[src/sv/pitch_lowering_resampler_assert.svh]
// Assertion macros used by the resampler datapath (plr_dp).
`ifndef PITCH_LOWERING_RESAMPLER_ASSERT_SVH
`define PITCH_LOWERING_RESAMPLER_ASSERT_SVH
`ifndef SYNTHESIS
// Check that a condition implies another in the same cycle.
`define PLR_ASSERT_IMP(lbl, clk, rstn, ante, cons) \
    lbl: assert property (@(posedge clk) disable iff (!rstn) (ante) |-> (cons)) \
        else $error("same-cycle implication violated");
// Check that a condition implies another in the next cycle.
`define PLR_ASSERT_NXT(lbl, clk, rstn, ante, cons) \
    lbl: assert property (@(posedge clk) disable iff (!rstn) (ante) |=> (cons)) \
        else $error("next-cycle implication violated");
`else
`define PLR_ASSERT_IMP(lbl, clk, rstn, ante, cons)
`define PLR_ASSERT_NXT(lbl, clk, rstn, ante, cons)
`endif
`endif

[src/sv/plr_pkg.sv]
// Shared types and constants of the pitch-lowering resampler.
package plr_pkg;

    localparam int DEF_MAX_CHANNELS     = 8;
    localparam int DEF_FRAME_INDEX_BITS = 24;

    localparam int SAMPLE_W = 16;
    localparam int CH_W     = 3;
    localparam int CNT_W    = 4;
    localparam int STEP_W   = 16;
    localparam int WEIGHT_W = 16;
    localparam int ADDR_W   = 4;
    localparam int REG_IDX_W = 2;
    localparam int DATA_W   = 32;

    localparam logic [STEP_W-1:0]   STEP_MIN   = 16'd32768;
    localparam logic [WEIGHT_W-1:0] WEIGHT_ONE = 16'd32768;

    // Register reset values
    localparam logic [CNT_W-1:0]    RST_CHANNEL_COUNT = 4'd1;
    localparam logic [STEP_W-1:0]   RST_STEP          = 16'd53740;
    localparam logic [WEIGHT_W-1:0] RST_WEIGHT        = 16'd25559;

    // Register indexes (byte address / 4)
    localparam logic [REG_IDX_W-1:0] REG_CHANNEL_COUNT = 2'd0;
    localparam logic [REG_IDX_W-1:0] REG_STEP          = 2'd1;
    localparam logic [REG_IDX_W-1:0] REG_WEIGHT        = 2'd2;

    // Effective (clamped) configuration
    typedef struct packed {
        logic [CNT_W-1:0]    cnt_eff;
        logic [STEP_W-1:0]   step_eff;
        logic [WEIGHT_W-1:0] weight_eff;
    } cfg_t;

    // Controller to datapath
    typedef struct packed {
        logic            take;
        logic            interp;
        logic            smooth;
        logic            frame_done;
        logic            end_item;
        logic [CH_W-1:0] ch;
    } cmd_t;

    // Datapath to controller
    typedef struct packed {
        logic main_now;
        logic tail_now;
        logic more_after;
        logic ch_last;
        logic out_free;
    } status_t;

endpackage

[src/sv/plr_regs.sv]
// Configuration register file with APB-style access and clamped outputs.
module plr_regs #(
    parameter int MAX_CHANNELS = plr_pkg::DEF_MAX_CHANNELS
) (
    input  logic                        clk,
    input  logic                        rst_n,
    input  logic                        psel,
    input  logic                        penable,
    input  logic                        pwrite,
    input  logic [plr_pkg::ADDR_W-1:0]  paddr,
    input  logic [plr_pkg::DATA_W-1:0]  pwdata,
    output logic [plr_pkg::DATA_W-1:0]  prdata,
    output logic                        pready,
    output plr_pkg::cfg_t               cfg
);
    import plr_pkg::*;

    logic [CNT_W-1:0]     chan_count_reg;
    logic [STEP_W-1:0]    step_reg;
    logic [WEIGHT_W-1:0]  weight_reg;
    logic [REG_IDX_W-1:0] reg_idx;
    logic                 wr_en;

    assign pready  = 1'b1;
    assign reg_idx = paddr[ADDR_W-1:2];
    assign wr_en   = psel && penable && pwrite;

    // Write registers
    always_ff @(posedge clk or negedge rst_n)
    begin
        if (!rst_n)
        begin
            chan_count_reg <= RST_CHANNEL_COUNT;
            step_reg       <= RST_STEP;
            weight_reg     <= RST_WEIGHT;
        end
        else if (wr_en)
        begin
            case (reg_idx)
                REG_CHANNEL_COUNT: chan_count_reg <= pwdata[CNT_W-1:0];
                REG_STEP:          step_reg       <= pwdata[STEP_W-1:0];
                REG_WEIGHT:        weight_reg     <= pwdata[WEIGHT_W-1:0];
                default:           ;
            endcase
        end
    end

    // Read back raw values
    always_comb
    begin
        case (reg_idx)
            REG_CHANNEL_COUNT: prdata = DATA_W'(chan_count_reg);
            REG_STEP:          prdata = DATA_W'(step_reg);
            REG_WEIGHT:        prdata = DATA_W'(weight_reg);
            default:           prdata = '0;
        endcase
    end

    // Clamp to the legal ranges
    always_comb
    begin
        if (chan_count_reg == '0)
            cfg.cnt_eff = CNT_W'(1);
        else if (chan_count_reg > CNT_W'(MAX_CHANNELS))
            cfg.cnt_eff = CNT_W'(MAX_CHANNELS);
        else
            cfg.cnt_eff = chan_count_reg;
        cfg.step_eff   = (step_reg < STEP_MIN) ? STEP_MIN : step_reg;
        cfg.weight_eff = (weight_reg > WEIGHT_ONE) ? WEIGHT_ONE : weight_reg;
    end

endmodule

[config.mk]
export PLATFORM = sky130hd
export DESIGN_NAME = plr_regs
export DESIGN_NICKNAME = d
export VERILOG_FILES = /design/src/sv/pitch_lowering_resampler_assert.svh /design/src/sv/plr_pkg.sv /design/src/sv/plr_regs.sv
export SDC_FILE = /design/constraint.sdc
export NUM_CORES = 1
export LEC_CHECK = 0
export ABC_AREA = 1
export BUFFER_PORTS_ARGS = -buffer_cell sky130_fd_sc_hd__buf_2
export CAP_MARGIN = 25
export CORE_MARGIN = 2
export CORE_UTILIZATION = 40
export CTS_CLUSTER_SIZE = 25
export DETAILED_ROUTE_END_ITERATION = 16
export GPL_TIMING_DRIVEN = 0
export PLACE_DENSITY = 0.82
export SYNTH_ARGS = -nofsm -noshare
export SYNTH_HDL_FRONTEND = slang
export SYNTH_SLANG_ARGS = --single-unit
[constraint.sdc]
create_clock -name clk -period 3.2 [get_ports clk]
set_input_delay 0.64 -clock clk [delete_from_list [all_inputs] [get_ports clk]]
set_output_delay 0.64 -clock clk [all_outputs]
set_load 0.02 [all_outputs]
## Yosys cells after proc, flatten, opt, wreduce, memory -nomap -nowiden

Index checks and enable logic that the tools add are counted.

| operators by class | value |
|---|---|
| reductions and logical operators | 7 |
| eq/ne operators | 2 |
| order comparisons | 3 |
| mux-type cells | 5 |

Operator list:

| operator | count |
|---|---|
| $pmux W16 S3 | 1 |
| $mux W16 | 2 |
| $gt A16 B16 Y1 const B | 1 |
| $lt A16 B16 Y1 const B | 1 |
| $mux W4 | 2 |
| $reduce_and A2 Y1 | 3 |
| $gt A4 B4 Y1 const B | 1 |
| $logic_not A4 Y1 | 1 |
| $eq A2 B1 Y1 const B | 1 |
| $eq A2 B2 Y1 const B | 1 |
| $logic_and A1 B1 Y1 | 2 |
| $logic_not A2 Y1 | 1 |

| storage, ports and cells | value |
|---|---|
| output and inout bits | 69 |
| logic and storage cells | 20 |
| bits of input ports | 41 |
| bits in registers | 36 |

## Depth between registers and ports, before layout

| depth | value |
|---|---|
| word-level depth | 3 |
| depth in mapped cells | 8 |
| depth with buffers taken out | 6 |

## Worst setup path after synthesis

Ideal clock, no wire load.

| timing | value |
|---|---|
| path type | input to output |
| from | input paddr[2] (netlist name) |
| to | output prdata[10] (netlist name) |
| setup slack | 1.102 ns |
| required time | 2.560 ns |
| cell stages on the path | 4 |
| arrival | 1.458 ns |
| buffers on the path | 1 |
| cell sequence | inv_2 > nand2_2 > clkbuf_1 > o21ai_0 |

| between the ends | value |
|---|---|
| cells in the longest elaborated chain, start to end | 2 |
| elaborated cells between the ends (all ways) | 4 |
| classes of those cells | eq/ne (2); mux (1); reduce/logical (1) |

Ends and longest elaborated chain:

| element | RTL line | text |
|---|---|---|
| start, declared | plr_regs.sv:10 | `input logic [plr_pkg::ADDR_W-1:0] paddr,` |
| $eq A2 B2 Y1, or another cell as far along | plr_regs.sv:51 | `case (reg_idx)` |
| $pmux W16 S3 * | plr_regs.sv:51 |  |
| end, declared | plr_regs.sv:12 | `output logic [plr_pkg::DATA_W-1:0] prdata,` |

Mark *: on every way between the ends. The rest lies on a longest branch, timed or not.

==> results.md <==
- Status: finished clean
- Flop pwr share: 41.6%
- Most common library cells after synthesis: nand2_1 (75), inv_1 (49), o21ai_0 (41), dfstp_2 (20), buf_4 (18)
- ANT nets after route: 0
- Tot Pwr: 1.58 mW
- Top-count cell post-synth: nand2_1
- Clock Sinks: 36
- Yosys Warn Count: 0
- Sw frac: 38.9%
- CTS tree: done
- CP most frequent cell: buf_2
- Row count: 26
- RSZ-0062 raised after global routing: no
- Global Route Usage Sum: 19.6%
- Required @ worst endpoint: 2.56 ns
- Non-filler cells, final: 453
- ANT cells: 0
- Final setup fails: 0
- Pin count of the biggest net entering global routing: 37
- Clock tree buffer depth: 2
- Initial Util: 41.7%
- Initial DRC Count: 107
- WP data arrival: 1.77 ns
- Num CTS Buffers: 5
- Clock root cell: clkbuf_8
- Vias: 2037
- Max_cap viols: 0
- Clock Skews: 0 ns
- Mean area per synthesized cell: 7.49 sq um
- Ports: 110
- Pwr dens: 577 nW/um^2
- Skew-Pair Late Insertion Delay: 0.29 ns
- Post-Place Cells: 445
- Gr ovfl total: 0
- Drt wl/cell: 12.1 um
- Vias in the first global route: 1980
- Vias per inst: 4.50
- Max-slew violations: 0
- Final Instance Area: 2750 sq um
- Fin. Hold Viols: 0
- Logic gate share of total power: 37.7%
- Slowest stage cell, crit path: dfstp_2
- Worst-path clk slew: 0.07 ns
- Post-CTS Setup Bufs: 0
- Hold Buf Count CTS: 0
- Internal Power: 0.968 mW
- Maximum vdd ir drop: 266 uV
- Critical path capture point type: output pin
- Clock power frac: 20.7%
- PortBufs: 73
- Reg2reg start: step_reg[15]
- Residual DRC: 0
- Synth-to-layout area growth: 28.2%
- Startpoint Class: flip-flop
- CP max stage delay: 0.51 ns
- Crit path buf inv count: 4
- Worst slew pin tran: 0.796 ns
- Top-area cell type share of the netlist area: 24.5%
- Final min period: 2.41 ns
- Post-synth EDFFs: 0
- Net load switching power: 0.616 mW
- Fin crit share: 75.3%
- PostCTS Resize Cnt: 0
- Layout Nets: 423
- Routed WL: 5.49 mm
- Initial antenna violation count: 0
- Fmax achieved: 415 MHz
- Seq/Total Area, Yosys: 43.2%
- Worst-path cell chain: buf_2 -> clkbuf_1 -> nand2_1 -> inv_1 -> buf_2
- Post-synthesis cell count: 286
- Synth Register Bits: 36
- Die Y: 77.2 um
- Synth top area cells: dfstp_2 (25%), dfrtp_1 (19%), nand2_1 (13%)
- Final hold slack: 0.438 ns
- Die Wd: 77.2 um
- Pre-CTS WS: 0.812 ns
- Worst slew margin: 46.9%
- Setup TNS: 0 ns
- Leakage: 1.59 nW
- Cell taking the most area after synthesis: dfstp_2
- Prevailing post-synth register cell: dfstp_2
- Cell family with most CP delay: buffers and inverters
- Worst setup path start: step_reg[15]
- Min-delay worst type: input pin to asynchronous set/reset pin
- Post-Syn Area: 2140 sq um
- CP max FO: 10
- Area post-placement: 2660 sq um
- Final core occ: 53.4%
- Die area: 5960 sq um
- Drt pass-1 iters: 4
- Routability cong.: 0.880
- Unique cell type count in the Yosys netlist: 23
- DP HPWL: 4.09 mm
- Clock H-tree levels: 2
- Asr flop ratio synth: 100%
- Layout cells sized above 1: 38.4%
- Core area: 5140 sq um
- Setup CP Type: flip-flop to output pin
- Worst setup margin: 0.789 ns
- First-pass GRT wire length: 9.20 mm
-- power by group through the flow --
stage	sequential, mW	combinational [mW]	clock, mW
2_1_floorplan	0.648	0.424	0
6_report	0.659	0.596	0.328
3_5_place_dp	0.665	0.599	0
3_3_place_gp	0.662	0.585	0
5_1_grt	0.674	0.663	0.355
4_1_cts	0.659	0.601	0.337
-- cell type report --
cell class	count	area, sq um
plain buffers	33	216
clock buffers	8	90.1
fillers	516	2390
inverters	51	194
multi-input cells	182	866
flip-flops and latches	36	926
well taps	70	87.6
repair buffers	73	365
-- cell usage in the layout (no fill, tap or decap) --
master	netlist	final
buf_6	2	2
clkbuf_2	1	1
dfrtp_1	16	16
nand2_1	75	75
inv_2	1	1
o211ai_1	4	4
conb_1	2	18
nor2_4	3	3
buf_2	7	80
nand2_4	1	1
nand2_2	4	4
and3_1	1	1
a21oi_4	1	1
clkbuf_1	5	7
inv_1	49	49
clkbuf_8	0	6
nor2_1	12	12
dfstp_2	20	20
buf_4	18	18
a21oi_1	6	6
inv_4	1	1
o21ai_1	7	7
o21ai_0	41	41
a21oi_2	9	9
-- kinds of logic after synthesis --
kind of cell | share of synthesized area, %
AOI/OAI and AO/OA | 18.5
buffers and inverters | 19.2
DFF | 43.2
other | 0.351
and+or+nand+nor | 18.8
-- final timing paths --
path / endpoint / slack (ns) / cells after the start
max: cfg[22] / 0.79 / 5
min: chan_count_reg[2] / 0.44 / 1
max reg2reg: step_reg[15] / 2.29 / 3
min reg2reg: weight_reg[0] / 0.49 / 2
max in group asynchronous: weight_reg[15] / 2.26 / 1
min in group clk: weight_reg[0] / 0.49 / 2
-- worst register-to-register path: stages (launching register included) --
cell and delay, ns:
dfstp_2 0.51, buf_2 0.18, nand2_1 0.07, o21ai_0 0.08
-- metal layers --
metal	up-vias	wire length (um)	GRT usage (%)
met1	923	2220	22.5
met4	0	85	7.86
li1	1025	-	-
met5	-	0	0
met3	10	384	5.29
met2	79	2800	34.5
No activity file was read; power rests on OpenSTA's default activity.
