### config.mk
export PLATFORM = sky130hd
export DESIGN_NAME = plr_ctrl
export DESIGN_NICKNAME = d
export VERILOG_FILES = /design/src/sv/pitch_lowering_resampler_assert.svh /design/src/sv/plr_pkg.sv /design/src/sv/plr_ctrl.sv
export SDC_FILE = /design/constraint.sdc
export NUM_CORES = 1
export LEC_CHECK = 0
export BUFFER_PORTS_ARGS = -buffer_cell sky130_fd_sc_hd__buf_2
export CORE_AREA = 2 2 39 41
export DETAILED_ROUTE_END_ITERATION = 10
export DIE_AREA = 0 0 41 43
export GPL_ROUTABILITY_DRIVEN = 0
export GPL_TIMING_DRIVEN = 0
export MAX_ROUTING_LAYER = met4
export SYNTH_ARGS = -nofsm -noshare
export SYNTH_HDL_FRONTEND = slang
export SYNTH_SLANG_ARGS = --single-unit
### constraint.sdc
create_clock -name clk -period 1.4 [get_ports clk]
set_clock_uncertainty 0.15 [all_clocks]
set_input_delay 0.28 -clock clk [delete_from_list [all_inputs] [get_ports clk]]
set_output_delay 0.28 -clock clk [all_outputs]
set_load 0.005 [all_outputs]
### src/sv/pitch_lowering_resampler_assert.svh
// Assertion macros used by the resampler datapath (plr_dp).
`ifndef PITCH_LOWERING_RESAMPLER_ASSERT_SVH
`define PITCH_LOWERING_RESAMPLER_ASSERT_SVH
`ifndef SYNTHESIS
// Check that a condition implies another in the same cycle.
`define PLR_ASSERT_IMP(lbl, clk, rstn, ante, cons) \
    lbl: assert property (@(posedge clk) disable iff (!rstn) (ante) |-> (cons)) \
        else $error("same-cycle implication violated");
// Check that a condition implies another in the next cycle.
`define PLR_ASSERT_NXT(lbl, clk, rstn, ante, cons) \
    lbl: assert property (@(posedge clk) disable iff (!rstn) (ante) |=> (cons)) \
        else $error("next-cycle implication violated");
`else
`define PLR_ASSERT_IMP(lbl, clk, rstn, ante, cons)
`define PLR_ASSERT_NXT(lbl, clk, rstn, ante, cons)
`endif
`endif

### src/sv/plr_pkg.sv
// Shared types and constants of the pitch-lowering resampler.
package plr_pkg;

    localparam int DEF_MAX_CHANNELS     = 8;
    localparam int DEF_FRAME_INDEX_BITS = 24;

    localparam int SAMPLE_W = 16;
    localparam int CH_W     = 3;
    localparam int CNT_W    = 4;
    localparam int STEP_W   = 16;
    localparam int WEIGHT_W = 16;
    localparam int ADDR_W   = 4;
    localparam int REG_IDX_W = 2;
    localparam int DATA_W   = 32;

    localparam logic [STEP_W-1:0]   STEP_MIN   = 16'd32768;
    localparam logic [WEIGHT_W-1:0] WEIGHT_ONE = 16'd32768;

    // Register reset values
    localparam logic [CNT_W-1:0]    RST_CHANNEL_COUNT = 4'd1;
    localparam logic [STEP_W-1:0]   RST_STEP          = 16'd53740;
    localparam logic [WEIGHT_W-1:0] RST_WEIGHT        = 16'd25559;

    // Register indexes (byte address / 4)
    localparam logic [REG_IDX_W-1:0] REG_CHANNEL_COUNT = 2'd0;
    localparam logic [REG_IDX_W-1:0] REG_STEP          = 2'd1;
    localparam logic [REG_IDX_W-1:0] REG_WEIGHT        = 2'd2;

    // Effective (clamped) configuration
    typedef struct packed {
        logic [CNT_W-1:0]    cnt_eff;
        logic [STEP_W-1:0]   step_eff;
        logic [WEIGHT_W-1:0] weight_eff;
    } cfg_t;

    // Controller to datapath
    typedef struct packed {
        logic            take;
        logic            interp;
        logic            smooth;
        logic            frame_done;
        logic            end_item;
        logic [CH_W-1:0] ch;
    } cmd_t;

    // Datapath to controller
    typedef struct packed {
        logic main_now;
        logic tail_now;
        logic more_after;
        logic ch_last;
        logic out_free;
    } status_t;

endpackage

### src/sv/plr_ctrl.sv
// Sequencer: takes an item, then walks output frames channel by channel.
module plr_ctrl (
    input  logic              clk,
    input  logic              rst_n,
    input  logic              s_axis_tvalid,
    output logic              s_axis_tready,
    input  plr_pkg::status_t  status,
    output plr_pkg::cmd_t     cmd
);
    import plr_pkg::*;

    typedef enum logic [1:0] {
        S_IDLE,
        S_CHECK,
        S_INTERP,
        S_SMOOTH
    } state_t;

    state_t          state_reg, state_next;
    logic [CH_W-1:0] ch_reg, ch_next;

    assign s_axis_tready = (state_reg == S_IDLE);

    // Next state and commands
    always_comb
    begin
        state_next = state_reg;
        ch_next    = ch_reg;
        cmd        = '0;
        cmd.ch     = ch_reg;
        case (state_reg)
            S_IDLE:
            begin
                if (s_axis_tvalid)
                begin
                    cmd.take   = 1'b1;
                    state_next = S_CHECK;
                end
            end
            S_CHECK:
            begin
                if (status.main_now || status.tail_now)
                begin
                    ch_next    = '0;
                    state_next = S_INTERP;
                end
                else
                begin
                    cmd.end_item = 1'b1;
                    state_next   = S_IDLE;
                end
            end
            S_INTERP:
            begin
                cmd.interp = 1'b1;
                state_next = S_SMOOTH;
            end
            S_SMOOTH:
            begin
                if (status.out_free)
                begin
                    cmd.smooth = 1'b1;
                    if (status.ch_last)
                    begin
                        cmd.frame_done = 1'b1;
                        ch_next        = '0;
                        if (status.more_after)
                            state_next = S_INTERP;
                        else
                        begin
                            cmd.end_item = 1'b1;
                            state_next   = S_IDLE;
                        end
                    end
                    else
                    begin
                        ch_next    = ch_reg + CH_W'(1);
                        state_next = S_INTERP;
                    end
                end
            end
            default:
            begin
                state_next = S_IDLE;
            end
        endcase
    end

    // Hold state and channel counter
    always_ff @(posedge clk or negedge rst_n)
    begin
        if (!rst_n)
        begin
            state_reg <= S_IDLE;
            ch_reg    <= '0;
        end
        else
        begin
            state_reg <= state_next;
            ch_reg    <= ch_next;
        end
    end

endmodule

# Yosys cells after proc, flatten, opt, wreduce, memory -nomap -nowiden
# Index checks and enable logic that the tools add are counted.
# word_totals
romBits	0
ff_bits	5
ram_bits	0
word_cells	33
n_memories	0
latchBits	0
in_bits	8
# classes
div_mod_pow	0
shift	0
n_lt_le_gt_ge	0
mux	19
n_addsub	1
eq_ne	6
mul	0
n_bitwise	0
n_reduce_logical	5
# ops
cell	n
2-bit 2-to-1 mux	7
3-bit 2-to-1 mux	4
2-bit case mux with 4 select lines	1
2-bit inequality test (second input constant)	3
3-bit case mux with 2 select lines	1
1-bit 2-to-1 mux	5
2-bit equality test (second input constant)	2
3-bit by 1-bit adder with 3-bit output (second input constant)	1
3-bit AND reduction	1
2-bit by 1-bit equality test with 1-bit output (second input constant)	1
2-bit zero test	1
1-bit case mux with 2 select lines	1
2-bit AND reduction	1
2-bit nonzero test	1
1-bit logical OR	1

# Depth between registers and ports, before layout
# Gate-level depths: netlist of the first run.
# depth
word_depth	4
mapped_depth	4
depth_no_buf	4

# Worst setup path after synthesis of the first run
# Ideal clock, no wire load.
# synth_path
path_kind	register -> register
startpoint	reg state_reg[1]
endpoint	reg ch_reg[1]
path_stages_with_launch	5
required_time_ns	1.125
setup_slack_ns	-0.069
arrival_time_ns	1.194
setup_time_ns	0.125
path_cell_list	dfrtp_1 > buf_6 > or3_4 > nand3_4 > mux2_4
# synth_via
elab_chain_len	3
word_cells_on_any_way	7
classes_between	eq/ne: 4; mux: 1; reduce/logical: 2
# synth_rtl
item	line	source
start, declared	plr_ctrl.sv:19	state_t state_reg, state_next;
start signal, assigned	plr_ctrl.sv:99	state_reg <= state_next;
2-bit by 1-bit equality test with 1-bit output or 2-bit equality test (tied branches)	plr_ctrl.sv:31	case (state_reg)
2-bit inequality test (no source line) or 2-bit nonzero test (tied branches)	n/a	
3-bit AND reduction (no source line)	n/a	
end signal, assigned	plr_ctrl.sv:100	ch_reg <= ch_next;
end, declared	plr_ctrl.sv:20	logic [CH_W-1:0] ch_reg, ch_next;
# Parallel ways exist; a longest one is shown, timed or not.
# A chain may end at the register's enable or synchronous reset.

==> results of run 1 <==
## worst min path at each step
| stage | startpoint | endpoint | slack (ns) | cells past startpoint |
|---|---|---|---|---|
| 3_3_place_gp | rst_n | state_reg[0] | -0.05 | 1 |
| 5_1_grt | status[0] | state_reg[0] | 0.12 | 2 |
| 6_report | status[0] | state_reg[0] | 0.12 | 2 |
| 3_5_place_dp | rst_n | state_reg[0] | -0.05 | 1 |
| 4_1_cts | status[0] | state_reg[0] | 0.12 | 2 |
| 2_1_floorplan | rst_n | ch_reg[0] | -0.17 | 0 |
## kinds of logic after synthesis
kind of cell	count (synthesis)	share of synthesized area [%]
AOI/OAI and AO/OA	7	13.8
adders and majority gates	1	3.73
buffers and inverters	3	5.97
DFF	5	37.3
muxes	1	4.48
and+or+nand+nor	17	34.7
## area by class of cell
type / count / share of cell area (%)
Sequential cell: 5 / 23.8
Tap cell: 16 / 3.76
Inverter: 1 / 0.706
Multi-Input combinational cell: 26 / 39.8
Clock buffer: 4 / 4.94
Timing Repair Buffer: 22 / 27.1
## stage by stage
| stage | setup TNS [ns] | instance area [um2] | utilization, % | total power, uW |
|---|---|---|---|---|
| final | -0.928 | 532 | 38.4 | 662 |
| after global routing | -1.35 | 532 | 38.4 | 722 |
| after CTS | -1.93 | 551 | 39.8 | 685 |
| after detailed placement | -0.240 | 435 | 31.5 | 442 |
| after global placement | -0.229 | 435 | 31.5 | 437 |
| after floorplan | -0.0732 | 335 | - | 356 |
## worst max-delay path, stage by stage (launching register included)
cell and delay [ns]:
dfrtp_1 0.40, or3_4 0.34, a21oi_2 0.11, buf_2 0.11
## power by group through the flow
stage	Clock [uW]	Combinational, uW	Sequential [uW]
floorplan	0	146	210
global route	191	299	232
CTS	173	288	224
global placement	0	225	212
detailed placement	0	227	214
finish	169	266	227
## metal layers
| layer | track usage (%) | up-vias | share of wire [%] |
|---|---|---|---|
| li1 | - | 172 | - |
| met1 | 16.3 | 146 | 50 |
| met2 | 13.8 | 11 | 43 |
| met3 | 1.57 | 2 | 4.3 |
| met4 | 10.0 | 0 | 1.8 |
| met5 | - | - | 0 |
## what timing repair did
| action | CTS | global route |
|---|---|---|
| setup endpoints to repair | 7 | 9 |
| hold buffers | 1 | 0 |
| pin swaps | 5 | 2 |
| setup buffers | 6 | 0 |
| endpoints found under the hold margin | 5 | 0 |
| resized for setup | 10 | 1 |
## layout by cell type, fill, tap and decap left out, types with 2 or more instances in the layout
master,n
a21oi_1,2
buf_2,14
buf_4,4
buf_6,3
clkbuf_4,3
dfrtp_1,4
nand2_1,3
nor2_1,2
==> flow_summary.toml, run 1 <==
[run_status]
outcome = "finished with violations"
violations = "negative setup slack"

[synth]
yosysTopAreaCell = "dfrtp_1"
syn-num-nets = 43
yosysSeqAreaShare_pct = 37.3
yosys_warnings = 0
synth_most_common_cell = "dfrtp_1"
async_flop_share_pct = 100
synth_cell_types = 23
avgSynthCellArea_um2 = 9.86
synth_edf_count = 0
synth_area_leaders = "dfrtp_1 37%, nand3_4 5.2%, a21oi_1 4.5%"
synth_commonest_cells = "5 x dfrtp_1, 3 x a21oi_1, 3 x nand2_1, 3 x nor2_1, 2 x and2_1"
ys_ff_latch = 5
synthFlopType = "dfrtp_1"
synth_area_um2 = 335
synth.top_cell.area_share_pct = 37.3
netlist_instances = 34

[run]
max_cap_violations = 0

[timing]
grt_setup_unrepaired = "yes"
period_share_pct = 118
slew_violations = 0
timing.final.ws_setup_ns = -0.252
worst_pin_slew_ns = 0.277
finalHoldViolCount = 0
finalSetupViolCount = 7
max_freq_mhz = 605
max-slew-margin-rel_pct = 81.3
hold_slack_ns = 0.122
min_period_ns = 1.65

[critical_path]
path_class = "reg2out"
crit_path_start = "state_reg[1]"
reg2reg_slack_ns = -0.12
crit_required_ns = 0.97
worst_r2r_endpoint = "ch_reg[1]"
cp_max_fo = 3
endpoint = "cmd[3]"
worst_setup_path_start_kind = "flip-flop"
cp-end-kind = "output pin"
r2r-start = "state_reg[1]"
worstPathArrival_ns = 1.22
reg2regPathDepth = 4

[power]
internal-power_uw = 450
leakagePower_uw = 0.000275
netSwitchingFraction_pct = 32.0
pwr-share-comb_pct = 40.2
seq_power_share_pct = 34.3
switchingPower_uw = 212
peakVddDrop_mv = 0.378
clockPowerShare_pct = 25.5
power_density_mw_per_mm2 = 1240

[cts]
htreeDepth = 1
cts_tree = "built"
numCtsBuffers = 3
clockRootBuffer = "clkbuf_4"
cts_max_path_buffers = 2
clock_latency_ns = 0.24
path_clk_slew_ns = 0.04
cts.sinks = 5

[global_route]
grt-ovfl-total = 0
antenna_found_initial = 0
grt_max_degree = 7
grt_pass1_vias = 305
grt_pass1_wl_um = 1280
grt_util_all_layers_pct = 11.6

[placed_design]
dp_cells = 66
dpl_worst_slack_ns = -0.123
io_buffers = 16
dp_hpwl_um = 535

[finish]
syn_to_final_growth_pct = 58.6
multi_input_area_um2 = 211
fillers = 146
layout.cells.non_filler = 74
layout-drive-gt1-share_pct = 56.9
largest_register_ffs = 3
final_nets = 68
antennaDiodeCount = 0
seq_area_um2 = 126

[detailed_routing]
vias = 331
dr.pass1.iters = 4
ant_nets = 0
drc = 0
routed_wl_um = 784
drtIter0Drc = 5
wl_per_cell_um = 10.6
post_drt_via_cell_ratio = 4.47

[die]
die_w_um = 41
die_y_um = 43
coreArea_mm2 = 0.00138
fp.dieArea_mm2 = 0.00176
start_util_pct = 24.2
ioPinCount = 17
num_rows = 14

[worst_hold_path]
holdCritPathClass = "in2reg"
No activity file was read; power rests on OpenSTA's default activity.
==> run 2, diff against run 1 <==
Settings changed: ABC_AREA set to 1.
==> flow_summary.toml, run 2 <==
[run_status]
outcome = "finished with violations"
violations = "negative setup slack"

[run]
max_cap_violations = 0

[die]
die_y_um = 43
start_util_pct = 23.0
die_w_um = 41
num_rows = 14
coreArea_mm2 = 0.00138
fp.dieArea_mm2 = 0.00176
ioPinCount = 17

[synth]
synth.top_cell.area_share_pct = 39.4
avgSynthCellArea_um2 = 7.22
yosys_warnings = 0
async_flop_share_pct = 100
synthFlopType = "dfrtp_1"
synth_cell_types = 18
synth_edf_count = 0
yosysTopAreaCell = "dfrtp_1"
synth_most_common_cell = "nand2_1"
synth_area_um2 = 318
synth_area_leaders = "dfrtp_1 39%, nand2_1 13%, inv_1 7.1%"
yosysSeqAreaShare_pct = 39.4
ys_ff_latch = 5
netlist_instances = 44
syn-num-nets = 53
synth_commonest_cells = "11 x nand2_1, 6 x inv_1, 5 x dfrtp_1, 4 x nand3_1, 4 x nor2_1"

[critical_path]
worst_r2r_endpoint = "ch_reg[2]"
reg2reg_slack_ns = 0.24
cp-end-kind = "output pin"
crit_required_ns = 0.97
worstPathArrival_ns = 1.12
crit_path_start = "state_reg[1]"
reg2regPathDepth = 4
worst_setup_path_start_kind = "flip-flop"
cp_max_fo = 9
path_class = "reg2out"
r2r-start = "ch_reg[0]"

[finish]
antennaDiodeCount = 0
syn_to_final_growth_pct = 46.9
layout-drive-gt1-share_pct = 41.5
final_cell_mix = "16 x buf_2, 11 x nand2_1, 6 x inv_1, 4 x nand3_1, 4 x dfrtp_1"
final_nets = 75
finalInstanceArea_um2 = 467
largest_register_ffs = 3
mostFrequentLayoutCell = "buf_2"

[timing]
timing.final.ws_setup_ns = -0.148
min_period_ns = 1.55
finalSetupViolCount = 4
slew_violations = 0
hold_slack_ns = 0.130
max-slew-margin-rel_pct = 90.1
worst_pin_slew_ns = 0.148
grt_setup_unrepaired = "yes"
period_share_pct = 111
finalHoldViolCount = 0
max_freq_mhz = 646

[detailed_routing]
routed_wl_um = 611
vias = 320
post_drt_via_cell_ratio = 3.95
ant_nets = 0
drtIter0Drc = 4
dr.pass1.iters = 4
drc = 0
wl_per_cell_um = 7.54

[placed_design]
dp_hpwl_um = 516
placed_area_um2 = 418
io_buffers = 16

[cts]
clockRootBuffer = "clkbuf_4"
numCtsBuffers = 3
htreeDepth = 1
path_clk_slew_ns = 0.04
cts_max_path_buffers = 2
cts.sinks = 5
clock_latency_ns = 0.24
cts_tree = "built"

[global_route]
grt-ovfl-total = 0
grt_max_degree = 10
antenna_found_initial = 0
grt_pass1_vias = 237
grt_pass1_wl_um = 883
grt_util_all_layers_pct = 8.07

[worst_hold_path]
hold_path_startpoint = "s_axis_tvalid"
holdCritPathClass = "in2reg"
hold_path_depth = 3
hold_end = "state_reg[0]"

[power]
leakagePower_uw = 0.000288
power_density_mw_per_mm2 = 1730
peakVddDrop_mv = 0.701
==> run 2: cell families after synthesis <==
| group | after synthesis | share of synthesized area [%] |
|---|---|---|
| AOI/OAI and AO/OA | 2 | 3.15 |
| and+or+nand+nor | 25 | 37.8 |
| xor gates and xnor gates | 1 | 2.76 |
| adders and majority gates | 1 | 3.94 |
| buffers and inverters | 10 | 13.0 |
| DFF | 5 | 39.4 |
==> run 2: final cells by class <==
| cell class | instances | area, um2 |
|---|---|---|
| fill | 160 | 917 |
| timing repair buffer | 17 | 90.1 |
| inverter | 9 | 33.8 |
| clock buffer | 4 | 26.3 |
| multi-input combinational | 29 | 159 |
| buffer | 1 | 11.3 |
| tap | 16 | 20.0 |
| sequential | 5 | 126 |
==> run 2: worst max-delay path by stage <==
stage | endpoint | depth (start not counted)
final | cmd[3] | 4
after global routing | cmd[3] | 5
after global placement | cmd[3] | 5
after CTS | cmd[3] | 5
after floorplan | cmd[3] | 4
after detailed placement | cmd[3] | 5
==> run 2: routing by layer <==
metal	up-vias	GRT usage, %	share of wire, %
met4	0	6.00	0
met3	0	3.14	6.9
met2	8	10.6	47
met1	135	9.51	45
met5	-	-	0
li1	177	-	-
==> run 2: what timing repair did <==
action / in CTS / in global routing
endpoints found under the hold margin: 5 / 0
resized for setup: 1 / 3
buffers inserted: 0 / 0
setup endpoints to repair: 4 / 6
hold buffers: 1 / 0
==> run 2: power breakdown <==
group | switching (uW) | internal (uW)
registers | 59.3 | 204
logic | 207 | 175
clock network | 56.4 | 108
==> run 2: stage by stage <==
| step | power, uW | setup WS, ns | std cells | TNS [ns] | utilization [%] |
|---|---|---|---|---|---|
| 5_1_grt | 889 | -0.223 | 81 | -0.650 | 33.7 |
| 3_5_place_dp | 617 | 0.0414 | 76 | 0 | 30.2 |
| 6_report | 809 | -0.148 | 81 | -0.343 | 33.7 |
| 4_1_cts | 790 | -0.163 | 81 | -0.432 | 32.9 |
| 3_3_place_gp | 616 | 0.0473 | 76 | 0 | 30.2 |
| 2_1_floorplan | 488 | 0.209 | 44 | 0 | - |
==> run 2: worst max-delay path, stage by stage, from the launching register on <==
cell	delay [ns]
dfrtp_1	0.33
buf_6	0.13
nand3_2	0.14
o21ai_1	0.16
buf_2	0.13
==> run 3, diff against run 2 <==
Settings changed: TNS_END_PERCENT set to 1.
==> flow_summary.toml, run 3 (synthesis gave the netlist of run 2 again) <==
[finish]
mostFrequentLayoutCell = "buf_2"
final_nets = 75
layout.cells.non_filler = 81
seq_area_um2 = 126
finalInstanceArea_um2 = 467
layout-drive-gt1-share_pct = 41.5
largest_register_ffs = 3
syn_to_final_growth_pct = 46.9
antennaDiodeCount = 0
fillers = 160
final_cell_mix = "16 x buf_2, 11 x nand2_1, 6 x inv_1, 4 x nand3_1, 4 x dfrtp_1"
multi_input_area_um2 = 159

[timing]
tns_ns = -0.343
max-slew-margin-rel_pct = 90.1
grt_setup_unrepaired = "yes"
finalHoldViolCount = 0
timing.final.ws_setup_ns = -0.148
min_period_ns = 1.55
hold_slack_ns = 0.130
finalSetupViolCount = 4
period_share_pct = 111
slew_violations = 0
worst_pin_slew_ns = 0.148
max_freq_mhz = 646

[critical_path]
critPathTopFamily = "flip-flops"
crit_cells = 4
crit_required_ns = 0.97
path_class = "reg2out"
critPathSlowestCell = "dfrtp_1"
reg2regPathDepth = 4
path_buf_inv = 2
worstPathArrival_ns = 1.12
max_stage_delay_ns = 0.33
cp_cell_sequence = "buf_6 > nand3_2 > o21ai_1 > buf_2"
worst_setup_path_start_kind = "flip-flop"
cp_max_fo = 9
cp-end-kind = "output pin"

[cts]
cts_tree = "built"
htreeDepth = 1
clockRootBuffer = "clkbuf_4"
cts_max_path_buffers = 2
numCtsBuffers = 3
path_clk_slew_ns = 0.04
clock_latency_ns = 0.24
cts.sinks = 5
cts_setup_buffers = 0

[global_route]
grt_pass1_vias = 239
grt_max_degree = 10
grt_util_all_layers_pct = 8.07
grt-ovfl-total = 0
antenna_found_initial = 0
grt_pass1_wl_um = 883

[detailed_routing]
drc = 0
drtIter0Drc = 4
routed_wl_um = 611
dr.pass1.iters = 4
wl_per_cell_um = 7.54
post_drt_via_cell_ratio = 3.95
ant_nets = 0
vias = 320

[placed_design]
dp_hpwl_um = 516
dp_cells = 76
placed_area_um2 = 418
io_buffers = 16

[die]
fp.dieArea_mm2 = 0.00176
ioPinCount = 17
start_util_pct = 23.0
die_y_um = 43
num_rows = 14
die_w_um = 41
coreArea_mm2 = 0.00138

[power]
seq_power_share_pct = 32.5
peakVddDrop_mv = 0.701
netSwitchingFraction_pct = 39.8
clockPowerShare_pct = 20.3
internal-power_uw = 487
pwr-share-comb_pct = 47.2
switchingPower_uw = 322
leakagePower_uw = 0.000288
power_density_mw_per_mm2 = 1730

[worst_hold_path]
holdCritPathClass = "in2reg"
hold_path_depth = 3

[run]
max_cap_violations = 0

[run_status]
violations = "negative setup slack"
outcome = "finished with violations"
==> run 3: timing repair <==
item                                   CTS  global route
setup endpoints to repair                4             6
hold buffers                             1             0
endpoints found under the hold margin    5             0
gates resized for setup                  1             3
==> run 3: path summary, 6_finish.rpt <==
path | endpoint | startpoint | slack, ns
setup / recovery | cmd[3] | state_reg[1] | -0.15
hold / removal | state_reg[0] | s_axis_tvalid | 0.13
setup reg to reg | ch_reg[2] | ch_reg[0] | 0.24
hold reg to reg | ch_reg[1] | ch_reg[1] | 0.39
max in group asynchronous | state_reg[0] | rst_n | 0.72
min in group asynchronous | ch_reg[0] | rst_n | 0.23
==> run 3: power by group through the flow <==
| stage | Clock (uW) | Combinational [uW] | Sequential (uW) |
|---|---|---|---|
| global placement | 0 | 358 | 258 |
| finish | 164 | 382 | 263 |
| global route | 183 | 437 | 269 |
| detailed placement | 0 | 359 | 259 |
| CTS | 168 | 361 | 260 |
| floorplan | 0 | 234 | 254 |
==> run 3: metal layers <==
metal	wire length [um]	global-route usage [%]
met1	278	9.51
met2	290	10.6
met3	42	3.14
met4	0	6.00
met5	0	-
==> run 3: worst reg2reg max path: cells and delay by family, from the launching register on <==
| family | cells | cell delay, ns |
|---|---|---|
| xor+xnor | 1 | 0.16 |
| fa+ha+maj | 1 | 0.22 |
| flops | 1 | 0.41 |
| simple gates | 2 | 0.11 |
==> run 3: layout make-up <==
cell class                 instances  area share, %
multi-input combinational         29           34.0
sequential                         5           27.1
timing repair buffer              17           19.3
inverter                           9           7.24
clock buffer                       4           5.63
tap                               16           4.29
buffer                             1           2.41
==> run 3: through the flow <==
stage,setup slack (ns),power (uW),utilization (%)
2_1_floorplan,0.209,488,-
3_3_place_gp,0.0473,616,30.2
3_5_place_dp,0.0414,617,30.2
4_1_cts,-0.163,790,32.9
5_1_grt,-0.223,889,33.7
6_report,-0.148,809,33.7
